`config.mk`:
```
export PLATFORM = sky130hd
export DESIGN_NAME = cpec_isqrt
export DESIGN_NICKNAME = d
export VERILOG_FILES = /design/src/rtl/core/cpec_isqrt.sv
export SDC_FILE = /design/constraint.sdc
export NUM_CORES = 1
export LEC_CHECK = 0
export ABC_AREA = 1
export BUFFER_PORTS_ARGS = -buffer_cell sky130_fd_sc_hd__buf_2
export CORE_MARGIN = 4
export CORE_UTILIZATION = 50
export CTS_BUF_LIST = sky130_fd_sc_hd__clkbuf_8 sky130_fd_sc_hd__clkbuf_16
export DETAILED_ROUTE_END_ITERATION = 8
export PLACE_DENSITY = 0.66
export SYNTH_ARGS = -nofsm -noshare
export SYNTH_HDL_FRONTEND = slang
export SYNTH_SLANG_ARGS = --single-unit
```
`constraint.sdc`:
```
create_clock -name clk -period 3.95 [get_ports clk]
set_input_delay 0.395 -clock clk [delete_from_list [all_inputs] [get_ports clk]]
set_output_delay 0.395 -clock clk [all_outputs]
set_load 0.01 [all_outputs]
```
`src/rtl/core/cpec_isqrt.sv`:
```
// ---------------------------------------------------------------------------
// cpec_isqrt
// Pipelined integer square root, one root bit per stage, floor result.
// ---------------------------------------------------------------------------
module cpec_isqrt #(
    parameter int ROOT_W = 17,
    parameter int PAY_W  = 1
) (
    input  logic                  clk,
    input  logic                  rst_n,
    input  logic                  in_vld,
    input  logic [2*ROOT_W-1:0]   rad,
    input  logic [PAY_W-1:0]      in_pay,
    output logic                  out_vld,
    output logic [ROOT_W-1:0]     root,
    output logic [PAY_W-1:0]      out_pay
);

    localparam int REM_W = ROOT_W + 2;

    logic [ROOT_W:0]        vld_reg;
    logic [2*ROOT_W-1:0]    rad_reg  [0:ROOT_W];
    logic [REM_W-1:0]       rem_reg  [0:ROOT_W];
    logic [ROOT_W-1:0]      root_reg [0:ROOT_W];
    logic [PAY_W-1:0]       pay_reg  [0:ROOT_W];
    logic [REM_W-1:0]       shifted  [0:ROOT_W-1];
    logic [REM_W-1:0]       trial    [0:ROOT_W-1];

    always_comb
    begin
        for (int k = 0; k < ROOT_W; k++)
        begin
            shifted[k] = {rem_reg[k][ROOT_W-1:0], rad_reg[k][2*ROOT_W-1 -: 2]};
            trial[k]   = {root_reg[k], 2'b01};
        end
    end

    always_ff @(posedge clk or negedge rst_n)
    begin
        if (!rst_n)
        begin
            vld_reg <= '0;
        end
        else
        begin
            vld_reg <= {vld_reg[ROOT_W-1:0], in_vld};
        end
    end

    always_ff @(posedge clk)
    begin
        rad_reg[0]  <= rad;
        rem_reg[0]  <= '0;
        root_reg[0] <= '0;
        pay_reg[0]  <= in_pay;
        for (int k = 0; k < ROOT_W; k++)
        begin
            rad_reg[k+1] <= {rad_reg[k][2*ROOT_W-3:0], 2'b00};
            pay_reg[k+1] <= pay_reg[k];
            if (shifted[k] >= trial[k])
            begin
                rem_reg[k+1]  <= shifted[k] - trial[k];
                root_reg[k+1] <= {root_reg[k][ROOT_W-2:0], 1'b1};
            end
            else
            begin
                rem_reg[k+1]  <= shifted[k];
                root_reg[k+1] <= {root_reg[k][ROOT_W-2:0], 1'b0};
            end
        end
    end

    assign out_vld = vld_reg[ROOT_W];
    assign root    = root_reg[ROOT_W];
    assign out_pay = pay_reg[ROOT_W];

endmodule

```
Word-level counts from Yosys, hierarchy flattened:

Memory sizes are Yosys's and may differ from the RTL's.
Index checks and enable logic that the tools add are counted.
Widths: inputs -> output; s select.

* $lt $le $gt $ge: 17
* muxes and demuxes: 85
* add/sub/neg operators: 17
* bitwise operators: 34

Operator list (number)
* $ge 19x19->1: 17
* $mux 19: 17
* $sub 19x19->19: 17
* $mux 17: 17
* $mux 1: 51
* $or 1x1->1: 34

* word-level logic and storage cells: 158
* memories: 4
* input bits: 38
* register bits: 18
* output and inout port bits: 19
* memory bits (writable): 1278

Memory list
* rad_reg: words 18, bits a word 34, read ports 17, clocked after memory_dff 0, write ports 18, line 22 `logic [2*ROOT_W-1:0] rad_reg [0:ROOT_W];`
* rem_reg: words 18, bits a word 19, read ports 17, clocked after memory_dff 0, write ports 18, line 23 `logic [REM_W-1:0] rem_reg [0:ROOT_W];`
* root_reg: words 18, bits a word 17, read ports 18, clocked after memory_dff 0, write ports 18, line 24 `logic [ROOT_W-1:0] root_reg [0:ROOT_W];`
* pay_reg: words 18, bits a word 1, read ports 18, clocked after memory_dff 0, write ports 18, line 25 `logic [PAY_W-1:0] pay_reg [0:ROOT_W];`

Longest topological paths before layout:

An unclocked memory read counts as a cell.

* word-level depth: 5
* mapped depth: 14

Worst setup path after synthesis:

No wires, ideal clock.

* path type: reg2reg
* start: memory root_reg[3][2], in the netlist root_reg[1][19]
* end: memory rem_reg[2][6] (netlist name)
* arrival: 1.553 ns
* slack: 2.283 ns
* required time: 3.836 ns
* buffers on the path: 1
* clock period less this slack: 1.667 ns
* cell stages (with the launch flop): 11
* cells stage by stage: dfxtp_1 inv_1 ha_1 a21o_1 nor2_2 nand2_1 a21oi_2 nand2_1 buf_4 nand3_1 nand2_1

RTL lines (line)
* from (decl): 24
* to (decl): 23

==> summary.txt <==
pre-CTS WS = 1.58 ns
drt initial violations = 1251
commonest cells in the netlist = 1188 x nand2_1, 731 x dfxtp_1, 680 x inv_1
fin worst setup slack = 1.57 ns
Sink Count = 749
ANT nets after route = 0
Setup Buffers After CTS = 0
Remaining Overflow, GRT = 0
Reg clk slew, reported paths = 0.06 ns
Final setup viols = 0
Leak = 18.8 nW
starting density of the core = 50.5%
WP data arrival = 2.88 ns
hold_buf cts = 37
Worst R2R Path Depth = 10
slowest stage cell on the critical path = nor2_4
setup TNS = 0 ns
fraction of layout cells with a size suffix above 1 = 8.36%
CTS tree = done
Setup Skew = 0.0226 ns
CP dominant cell by count = nand2_1
CP Depth = 10
Tot GR Track Use = 19.4%
# rows = 90
Root Buffer = clkbuf_16
status = completed
DIE AREA = 65100 um^2
Core ar. = 60500 um^2
global-route wire length before repair = 104000 um
synthesized cell area = 30500 um^2
Mean Syn Cell Area = 7.89 um^2
port buffer count = 56
Critical Path Fanout Max = 22
TritonCTS Buffers = 77
Die Span Y = 255 um
NumNets Final = 4201
Cells after Synth = 3872
Final Hold Fails = 0
achievable frequency = 0.420 GHz
Synth Flop Type = dfxtp_1
Area contributors post-synth = dfxtp_1 48%, nand2_1 15%, inv_1 8.4%, ha_1 7.0%, nand3_1 3.1%
H-tree depth = 3
Seq/Total Area, Yosys = 49.4%
routability cong. = 0.919
n_diodes = 0
Worst slew margin = 56.0%
CP bufs+invs = 2
Routed WL per cell = 13.0 um
peak supply drop = 0.573 mV
vias in the first global route = 21400
detailed placer's ending HPWL = 47900 um
# IOs = 57
post-synthesis cell type count = 45
area delta synth->final = 13.2%
Final Cell Area = 34600 um^2
Top Family by Delay on Critical Path = simple AND/OR/NAND/NOR gates
Max Slew Vio Count = 0
class of the worst hold path = primary input to asynchronous set/reset pin
unrepaired setup endpoints after global routing = false
area share of the largest cell type after synthesis = 47.9%
crit-path cells = inv_1 -> ha_1 -> a21oi_1 -> o21ai_0 -> nor2_1 -> nand2_2 -> nor2_4 -> inv_2 -> nand2_1 -> nand2_1
Tmin final = 2.38 ns
CP peak stage delay = 0.41 ns
Final period util = 60.3%
largest net degree at the start of global routing = 23
Largest register FFs = 306
PostCTS Resize Cnt = 0
Vias per Instance = 4.70
CTS max path bufs = 3
Async S/R FF share, synth = 2.40%
1st-pass router iterations = 5
Max-Cap Viols = 0
DRC = 0
vias after detailed routing = 22800
Clk Latency, worst-skew pair = 0.62 ns
Worst-Margin Slew = 0.660 ns
data required time of the worst path = 4.45 ns
drt total wl = 63000 um
Post-synth EDFFs = 0
Crit Path Category = flop to flop
most common cell in the synthesized netlist = nand2_1
initial antenna violation count = 0
Pwr Density = 693 nW/um^2
Net Count, Synth = 4080
die width = 255 um
CP Launch Type = flop
Synth area leader = dfxtp_1
CP Capture Type = flop
Synth Register Bits = 749
placed inst area = 31400 um^2
Synth warnings = 0
per-layer routing:
| layer | part of all wire (%) | track usage, % | vias to the layer above |
|---|---|---|---|
| li1 | - | - | 12100 |
| met1 | 45 | 24.8 | 10000 |
| met2 | 48 | 33.9 | 458 |
| met3 | 4.5 | 3.50 | 126 |
| met4 | 2.8 | 5.74 | 0 |
| met5 | 0 | 0 | - |
worst reg2reg max path, delay by kind of cell (launching register included):
| family | cells | cell delay [ns] |
|---|---|---|
| buf+inv | 2 | 0.25 |
| flops | 1 | 0.40 |
| compound gates | 2 | 0.37 |
| simple gates | 5 | 0.91 |
| fa+ha+maj | 1 | 0.36 |
report_power, final:
part | internal (mW) | switching (mW)
Clock | 4.74 | 3.01
Combinational | 2.26 | 4.06
Sequential | 8.94 | 0.940
metrics by stage:
stage	util (%)	total power, mW	hold WS [ns]	instances
after floorplan	-	14.7	0.0994	3872
after global placement	51.9	16.2	0.310	4659
after detailed placement	51.9	16.3	0.312	4659
after CTS	57.2	24.2	0.244	4838
after global routing	57.2	25.6	0.267	4838
final	57.2	24.0	0.263	4838
cell type report:
| class | instances | area [um^2] |
|---|---|---|
| Fill cell | 5581 | 25900 |
| Sequential cell | 749 | 15100 |
| Multi-Input combinational cell | 2367 | 12400 |
| Inverter | 705 | 2650 |
| Clock buffer | 90 | 2120 |
| Tap cell | 782 | 978 |
| Clock inverter | 52 | 691 |
| Timing Repair Buffer | 93 | 651 |
path summary, 6_finish.rpt:
kind / start / to / slack [ns]
worst max-delay path: root_reg[4][25] / rem_reg[5][9] / 1.57
worst min-delay path: rst_n / vld_reg[17] / 0.26
max in group asynchronous: rst_n / vld_reg[4] / 3.41
min in group clk: rad_reg[10][30] / rad_reg[11][32] / 0.31
worst max register to register: root_reg[4][25] / rem_reg[5][9] / 1.57
worst min register to register: rad_reg[10][30] / rad_reg[11][32] / 0.31
cell families (layout without fill, tap and decap cells):
family	after synthesis	count (layout)	synth area share, %
and+or+nand+nor	1875	1875	27.0
xor gates and xnor gates	94	94	2.70
other	1	1	0.0123
adders and majority gates	170	170	6.96
DFF	749	749	49.4
AOI/OAI and AO/OA	227	227	3.95
buffers and inverters	756	940	10.0
placed cells by master, fill, tap and decap left out, types with 18 or more instances in the layout:
cell type,netlist,layout
inv_1,680,692
a21oi_1,118,118
dfrtp_1,18,18
nand2_1,1188,1188
clkbuf_16,0,78
xnor2_1,29,29
nor2_1,209,209
nand2_2,49,49
xor2_1,65,65
o21ai_0,64,64
buf_2,16,56
nand3_1,188,188
inv_2,25,25
o21ai_1,23,23
nand3b_1,22,22
dlygate4sd3_1,0,37
nand4_1,99,99
nor3_1,43,43
dfxtp_1,731,731
ha_1,170,170
Power figures use the tool's default switching activity.
