File: config.mk
export PLATFORM = sky130hd
export DESIGN_NAME = cpec_rdiv
export DESIGN_NICKNAME = d
export VERILOG_FILES = /design/src/rtl/core/cpec_rdiv.sv
export SDC_FILE = /design/constraint.sdc
export NUM_CORES = 2
export LEC_CHECK = 0
export ABC_AREA = 1
export BUFFER_PORTS_ARGS = -buffer_cell sky130_fd_sc_hd__buf_2
export CORE_UTILIZATION = 45
export DETAILED_ROUTE_END_ITERATION = 12
export SLEW_MARGIN = 15
export SYNTH_ARGS = -nofsm -noshare
export SYNTH_HDL_FRONTEND = slang
export SYNTH_MEMORY_MAX_BITS = 65536
export SYNTH_SLANG_ARGS = --single-unit
File: constraint.sdc
create_clock -name clk -period 2.3 [get_ports clk]
set_input_delay 0.23 -clock clk [delete_from_list [all_inputs] [get_ports clk]]
set_output_delay 0.23 -clock clk [all_outputs]
set_load 0.01 [all_outputs]
File: src/rtl/core/cpec_rdiv.sv
// ---------------------------------------------------------------------------
// cpec_rdiv
// Pipelined signed divide, rounded to nearest with ties away from zero.
// ---------------------------------------------------------------------------
module cpec_rdiv #(
    parameter int NUM_W = 35,
    parameter int DEN_W = 18,
    parameter int PAY_W = 1,
    localparam int ACC_W = ((NUM_W + 1 > DEN_W) ? NUM_W + 1 : DEN_W) + 1,
    localparam int QUO_W = ACC_W + 1
) (
    input  logic                    clk,
    input  logic                    rst_n,
    input  logic                    in_vld,
    input  logic signed [NUM_W-1:0] num,
    input  logic [DEN_W-1:0]        den,
    input  logic [PAY_W-1:0]        in_pay,
    output logic                    out_vld,
    output logic signed [QUO_W-1:0] quo,
    output logic [PAY_W-1:0]        out_pay
);

    localparam int REM_W = DEN_W + 2;

    logic [NUM_W-1:0]  mag;
    logic [ACC_W-1:0]  acc_in;
    logic [ACC_W:0]    vld_reg;
    logic [ACC_W-1:0]  acc_reg [0:ACC_W];
    logic [REM_W-1:0]  rem_reg [0:ACC_W];
    logic [ACC_W-1:0]  quo_reg [0:ACC_W];
    logic [DEN_W:0]    dd_reg  [0:ACC_W];
    logic              neg_reg [0:ACC_W];
    logic [PAY_W-1:0]  pay_reg [0:ACC_W];
    logic [REM_W-1:0]  shifted [0:ACC_W-1];
    logic [REM_W-1:0]  dd_ext  [0:ACC_W-1];

    assign mag    = num[NUM_W-1] ? $unsigned(-num) : $unsigned(num);
    assign acc_in = {{(ACC_W-NUM_W-1){1'b0}}, mag, 1'b0} + {{(ACC_W-DEN_W){1'b0}}, den};

    always_comb
    begin
        for (int k = 0; k < ACC_W; k++)
        begin
            shifted[k] = {rem_reg[k][REM_W-2:0], acc_reg[k][ACC_W-1]};
            dd_ext[k]  = {1'b0, dd_reg[k]};
        end
    end

    always_ff @(posedge clk or negedge rst_n)
    begin
        if (!rst_n)
        begin
            vld_reg <= '0;
        end
        else
        begin
            vld_reg <= {vld_reg[ACC_W-1:0], in_vld};
        end
    end

    always_ff @(posedge clk)
    begin
        acc_reg[0] <= acc_in;
        rem_reg[0] <= '0;
        quo_reg[0] <= '0;
        dd_reg[0]  <= {den, 1'b0};
        neg_reg[0] <= num[NUM_W-1];
        pay_reg[0] <= in_pay;
        for (int k = 0; k < ACC_W; k++)
        begin
            acc_reg[k+1] <= {acc_reg[k][ACC_W-2:0], 1'b0};
            dd_reg[k+1]  <= dd_reg[k];
            neg_reg[k+1] <= neg_reg[k];
            pay_reg[k+1] <= pay_reg[k];
            if (shifted[k] >= dd_ext[k])
            begin
                rem_reg[k+1] <= shifted[k] - dd_ext[k];
                quo_reg[k+1] <= {quo_reg[k][ACC_W-2:0], 1'b1};
            end
            else
            begin
                rem_reg[k+1] <= shifted[k];
                quo_reg[k+1] <= {quo_reg[k][ACC_W-2:0], 1'b0};
            end
        end
    end

    assign out_vld = vld_reg[ACC_W];
    assign quo     = neg_reg[ACC_W] ? -$signed({1'b0, quo_reg[ACC_W]})
                                    : $signed({1'b0, quo_reg[ACC_W]});
    assign out_pay = pay_reg[ACC_W];

endmodule

---- Word-level counts from Yosys, hierarchy flattened ----
Memory sizes are Yosys's and may differ from the RTL's.
Index checks and enable logic that the tools add are counted.
word-level totals
  register bits after elaboration ......... 38
  memory bits (writable) .................. 4370
  input port bits ......................... 57
  output and inout port bits .............. 40
  word-level logic and storage cells ...... 345
  memories ................................ 6
memories
  memory   depth  width  rd ports  clocked after memory_dff  write ports  RTL line  RTL
  acc_reg  38     37     37        0                         38           28        logic [ACC_W-1:0] acc_reg [0:ACC_W];
  quo_reg  38     37     38        0                         38           30        logic [ACC_W-1:0] quo_reg [0:ACC_W];
  rem_reg  38     20     37        0                         38           29        logic [REM_W-1:0] rem_reg [0:ACC_W];
  dd_reg   38     19     37        0                         38           31        logic [DEN_W:0] dd_reg [0:ACC_W];
  neg_reg  38     1      38        0                         38           32        logic neg_reg [0:ACC_W];
  pay_reg  38     1      38        0                         38           33        logic [PAY_W-1:0] pay_reg [0:ACC_W];
operators by class
  add/sub/neg operators ................... 40
  $lt $le $gt $ge ......................... 37
  multiplexer cells ....................... 187
  bitwise operators ....................... 74
operators with widths
  operator        count
  $mux 37         37
  $ge 20x19->1    37
  $mux 20         37
  $sub 20x19->20  37
  $mux 1          111
  $or 1x1->1      74
  $mux 38         1
  $neg 37->38     1
  $add 36x18->37  1
  $mux 35         1
  $neg 35->35     1

---- Longest topological paths before layout ----
An unclocked memory read counts as a cell.
  depth after elaboration ................. 5
  depth in mapped cells ................... 20
  mapped depth without buffers ............ 20

---- Worst setup path before layout ----
Ideal clock, no wire load.
  path type ............................... input-to-reg
  start ................................... input num[34]
  end ..................................... memory acc_reg[0][30] (netlist bit)
  setup time .............................. 114 ps
  data arrival time ....................... 2316 ps
  data required time ...................... 2186 ps
  setup slack ............................. -130 ps
  cell stages on the path ................. 17
  buffers on the path ..................... 2
  cell sequence ........................... buf_6 > buf_4 > inv_1 > nor2_1 > a21oi_1 > xnor2_1 > ha_1 > nand2_1 > nor2_1 > nand2_1 > nor3b_1 > nor2_1 > inv_1 > nand2_2 > nor2_2 > xor2_1 > inv_1
RTL lines
  element          RTL line  RTL
  start, declared  15        input logic signed [NUM_W-1:0] num,
  end, declared    28

==> run metrics <==
Hold Crit Class in2reg; H-Tree Depth 5; Leak around 0.060 uW; clock tree buffer depth 4; Worst IR Drop VDD between 600 and 700 uV; Final setup viols 36; synthesized flop and latch total 2833; fmax about 310 MHz; Place WS -0.627 ns; share of layout cells above drive strength 1 a little under a fifth; 1st-iter DRT viols ~3800; pin count of the biggest net entering global routing 39; crit path launch type flop; critical path class reg2out; Die Area about 230000 um^2; failing checks DRC, setup timing; Worst R2R Setup Slack 0.03 ns; Vias per Instance roughly 4.8; Max-Cap Viols 0; hold_sp den[13]; relative slew slack 57.3%; fin nets 12954; die height roughly 480 um; Ports slightly below 100; core area around 220000 um^2; Synth async-reset ratio under 10%; Synth-to-Final Area Change 25.2%; post-layout minimum cycle time about 3.2 ns; antenna violations before repair 9; total number of vias ~73000; fillcell total slightly below 20000; PortBufs 96; total negative slack -21.51 ns; RSZ-0062 raised after global routing yes; GRT Overall Usage approximately a fifth; post-route non-filler standard cell count roughly 15000; syn avg cell area 9.38 um^2; slew at the pin with the worst max-slew slack ~0.64 ns; DRT Pass-1 Iters 10; WL met1 about 110000 um; HPWL after DPL approximately 190000 um; vias in the first global route ~73000; CTS Buf Count 304; count of cell types in the netlist 58; CTS Root Cell clkbuf_16; hold path cells 2; met2 routed wirelength ~120000 um; yosys warns 0; Clock Latency Late Sink between 0.9 and 1 ns; status complete, but fails checks; Register-to-Register Path Depth 12; final hold vios 0; GRT overflow 0; CTS tree done; clk slew on worst S/H paths 0.06 ns; CP Data Arrival Time just under 3 ns; ys flop type dfxtp_1; die width 478 um; highest-count cells in the layout ignoring fill and taps dfxtp_1, nand2_1, inv_1; cell area after synthesis ~100000 um^2; Starting Density a little under half; Top Metal Used met4; first-pass GRT wire length between 300000 and 400000 um; Placed Cells between 10000 and 15000; Worst Skew 0.0615 ns; Slew Viols, Final 0; maximum fanout along the worst path 3; gpl congestion 0.888; worst r2r src dd_reg[17][10]; residual DRC count 6; crit end category primary output; Routed WL between 200000 and 300000 um; Post-synth EDFFs 0; fin crit share 138%; Power Total roughly 200000 uW; antenna-violating nets left 0; pwr/cell area around 1600 nW/um^2; Met3 Wirelength between 8000 and 9000 um; WHS Endpoint dd_reg[0][14]; Worst Setup Slack, final -0.883 ns; post-synthesis cell count roughly 11000; commonest non-fill, non-tap cell in the layout dfxtp_1; required time worst endpoint 2.07 ns; Routed WL per cell between 15 and 20 um; R2R Path End rem_reg[2][47]; clock sinks between 2000 and 3000; max reg flops roughly 700; share of the yosys chip area belonging to registers between 50% and 60%; # rows between 150 and 200
## cell families (layout without fill, tap and decap cells)
kind of cell / after synthesis / in the layout / share of synthesized area, %
compound gates: 1892 / 1892 / 10.5
flops: 2833 / 2833 / 55.8
xor+xnor: 594 / 594 / 5.11
simple gates: 3191 / 3191 / 13.2
fa+ha+maj: 703 / 703 / 8.90
buf+inv: 1650 / 3190 / 6.40
other cells: 1 / 27 / 0.00368
## stage by stage
stage | instance area [um^2] | util (%) | hold WS, ns
3_3_place_gp | 112000 | 50.0 | 0.310
6_report | 128000 | 56.7 | 0.0680
4_1_cts | 123000 | 54.9 | 0.000228
5_1_grt | 128000 | 56.7 | 0.0110
2_1_floorplan | 102000 | - | -0.0656
3_5_place_dp | 112000 | 50.0 | 0.312
## cells in the mapped netlist (23+ instances only)
master / number / share of area [%]
dfrtp_1: 38 / 0.93
nor4_1: 40 / 0.25
o21bai_1: 52 / 0.38
nor2_1: 665 / 2.4
nand2_2: 24 / 0.15
o21ai_2: 42 / 0.36
xor2_1: 328 / 2.8
a21o_1: 115 / 0.85
nand3b_1: 65 / 0.48
nand4_1: 84 / 0.52
buf_2: 65 / 0.32
nor3_1: 92 / 0.45
nand2_1: 1895 / 7.0
o21ai_1: 320 / 1.6
buf_6: 25 / 0.28
a21oi_1: 552 / 2.7
o21ai_0: 620 / 3.0
fa_1: 36 / 0.71
a31oi_1: 78 / 0.48
dfxtp_1: 2795 / 55
inv_1: 1516 / 5.6
ha_1: 667 / 8.2
a221oi_2: 23 / 0.34
nand3_1: 235 / 1.2
xnor2_1: 266 / 2.3
nand3_2: 40 / 0.39
## routing by layer
layer  track usage (%)  up-vias
li1                  -    37796
met1              27.0    33930
met2              36.6     1272
met3              2.59      468
met4              7.70        0
met5                 0        -
## power breakdown
group / switching (uW) / internal [uW] / total, uW
clock: 19200 / 28600 / 47800
sequential: 8110 / 65000 / 73100
combinational: 46400 / 36800 / 83200
total: 73700 / 130000 / 204000
## critical path, stage by stage, from the launching register on
cell,delay (ns)
dfxtp_4,0.40
inv_4,0.08
nand4_1,0.16
nor2_2,0.16
nand3b_1,0.15
nor2_2,0.14
buf_6,0.14
nand3_4,0.08
buf_6,0.15
o21ai_4,0.16
buf_6,0.12
xor2_1,0.14
buf_2,0.15
## area by class of cell
class	instances	area [um^2]	area share, %
diodes	17	42.5	0.0334
clock buffers	406	8610	6.75
clock inverters	119	1330	1.04
inverters	1536	5880	4.61
multi-input cells	6390	41500	32.5
flip-flops and latches	2833	57000	44.7
well taps	2992	3740	2.94
repair buffers	1125	9440	7.40
repair inverters	4	31.3	0.0245
## worst max-delay path by stage
stage | from | endpoint | slack (ns) | cells past startpoint
finish | quo_reg[37][0] | quo[29] | -0.88 | 12
global placement | num[1] | acc_reg[0][30] | -0.70 | 20
floorplan | num[1] | acc_reg[0][27] | -0.02 | 20
detailed placement | num[1] | acc_reg[0][30] | -0.63 | 21
CTS | quo_reg[37][0] | quo[29] | -0.97 | 12
global route | quo_reg[37][0] | quo[30] | -1.01 | 13
## timing repair
action,CTS,global route
endpoints found under the hold margin,93,0
pin swaps,26,127
setup endpoints to repair,221,627
hold buffers,65,0
cloned,1,30
gates resized for setup,110,693
buffers inserted,6,65
(Power assumes the default switching activity.)
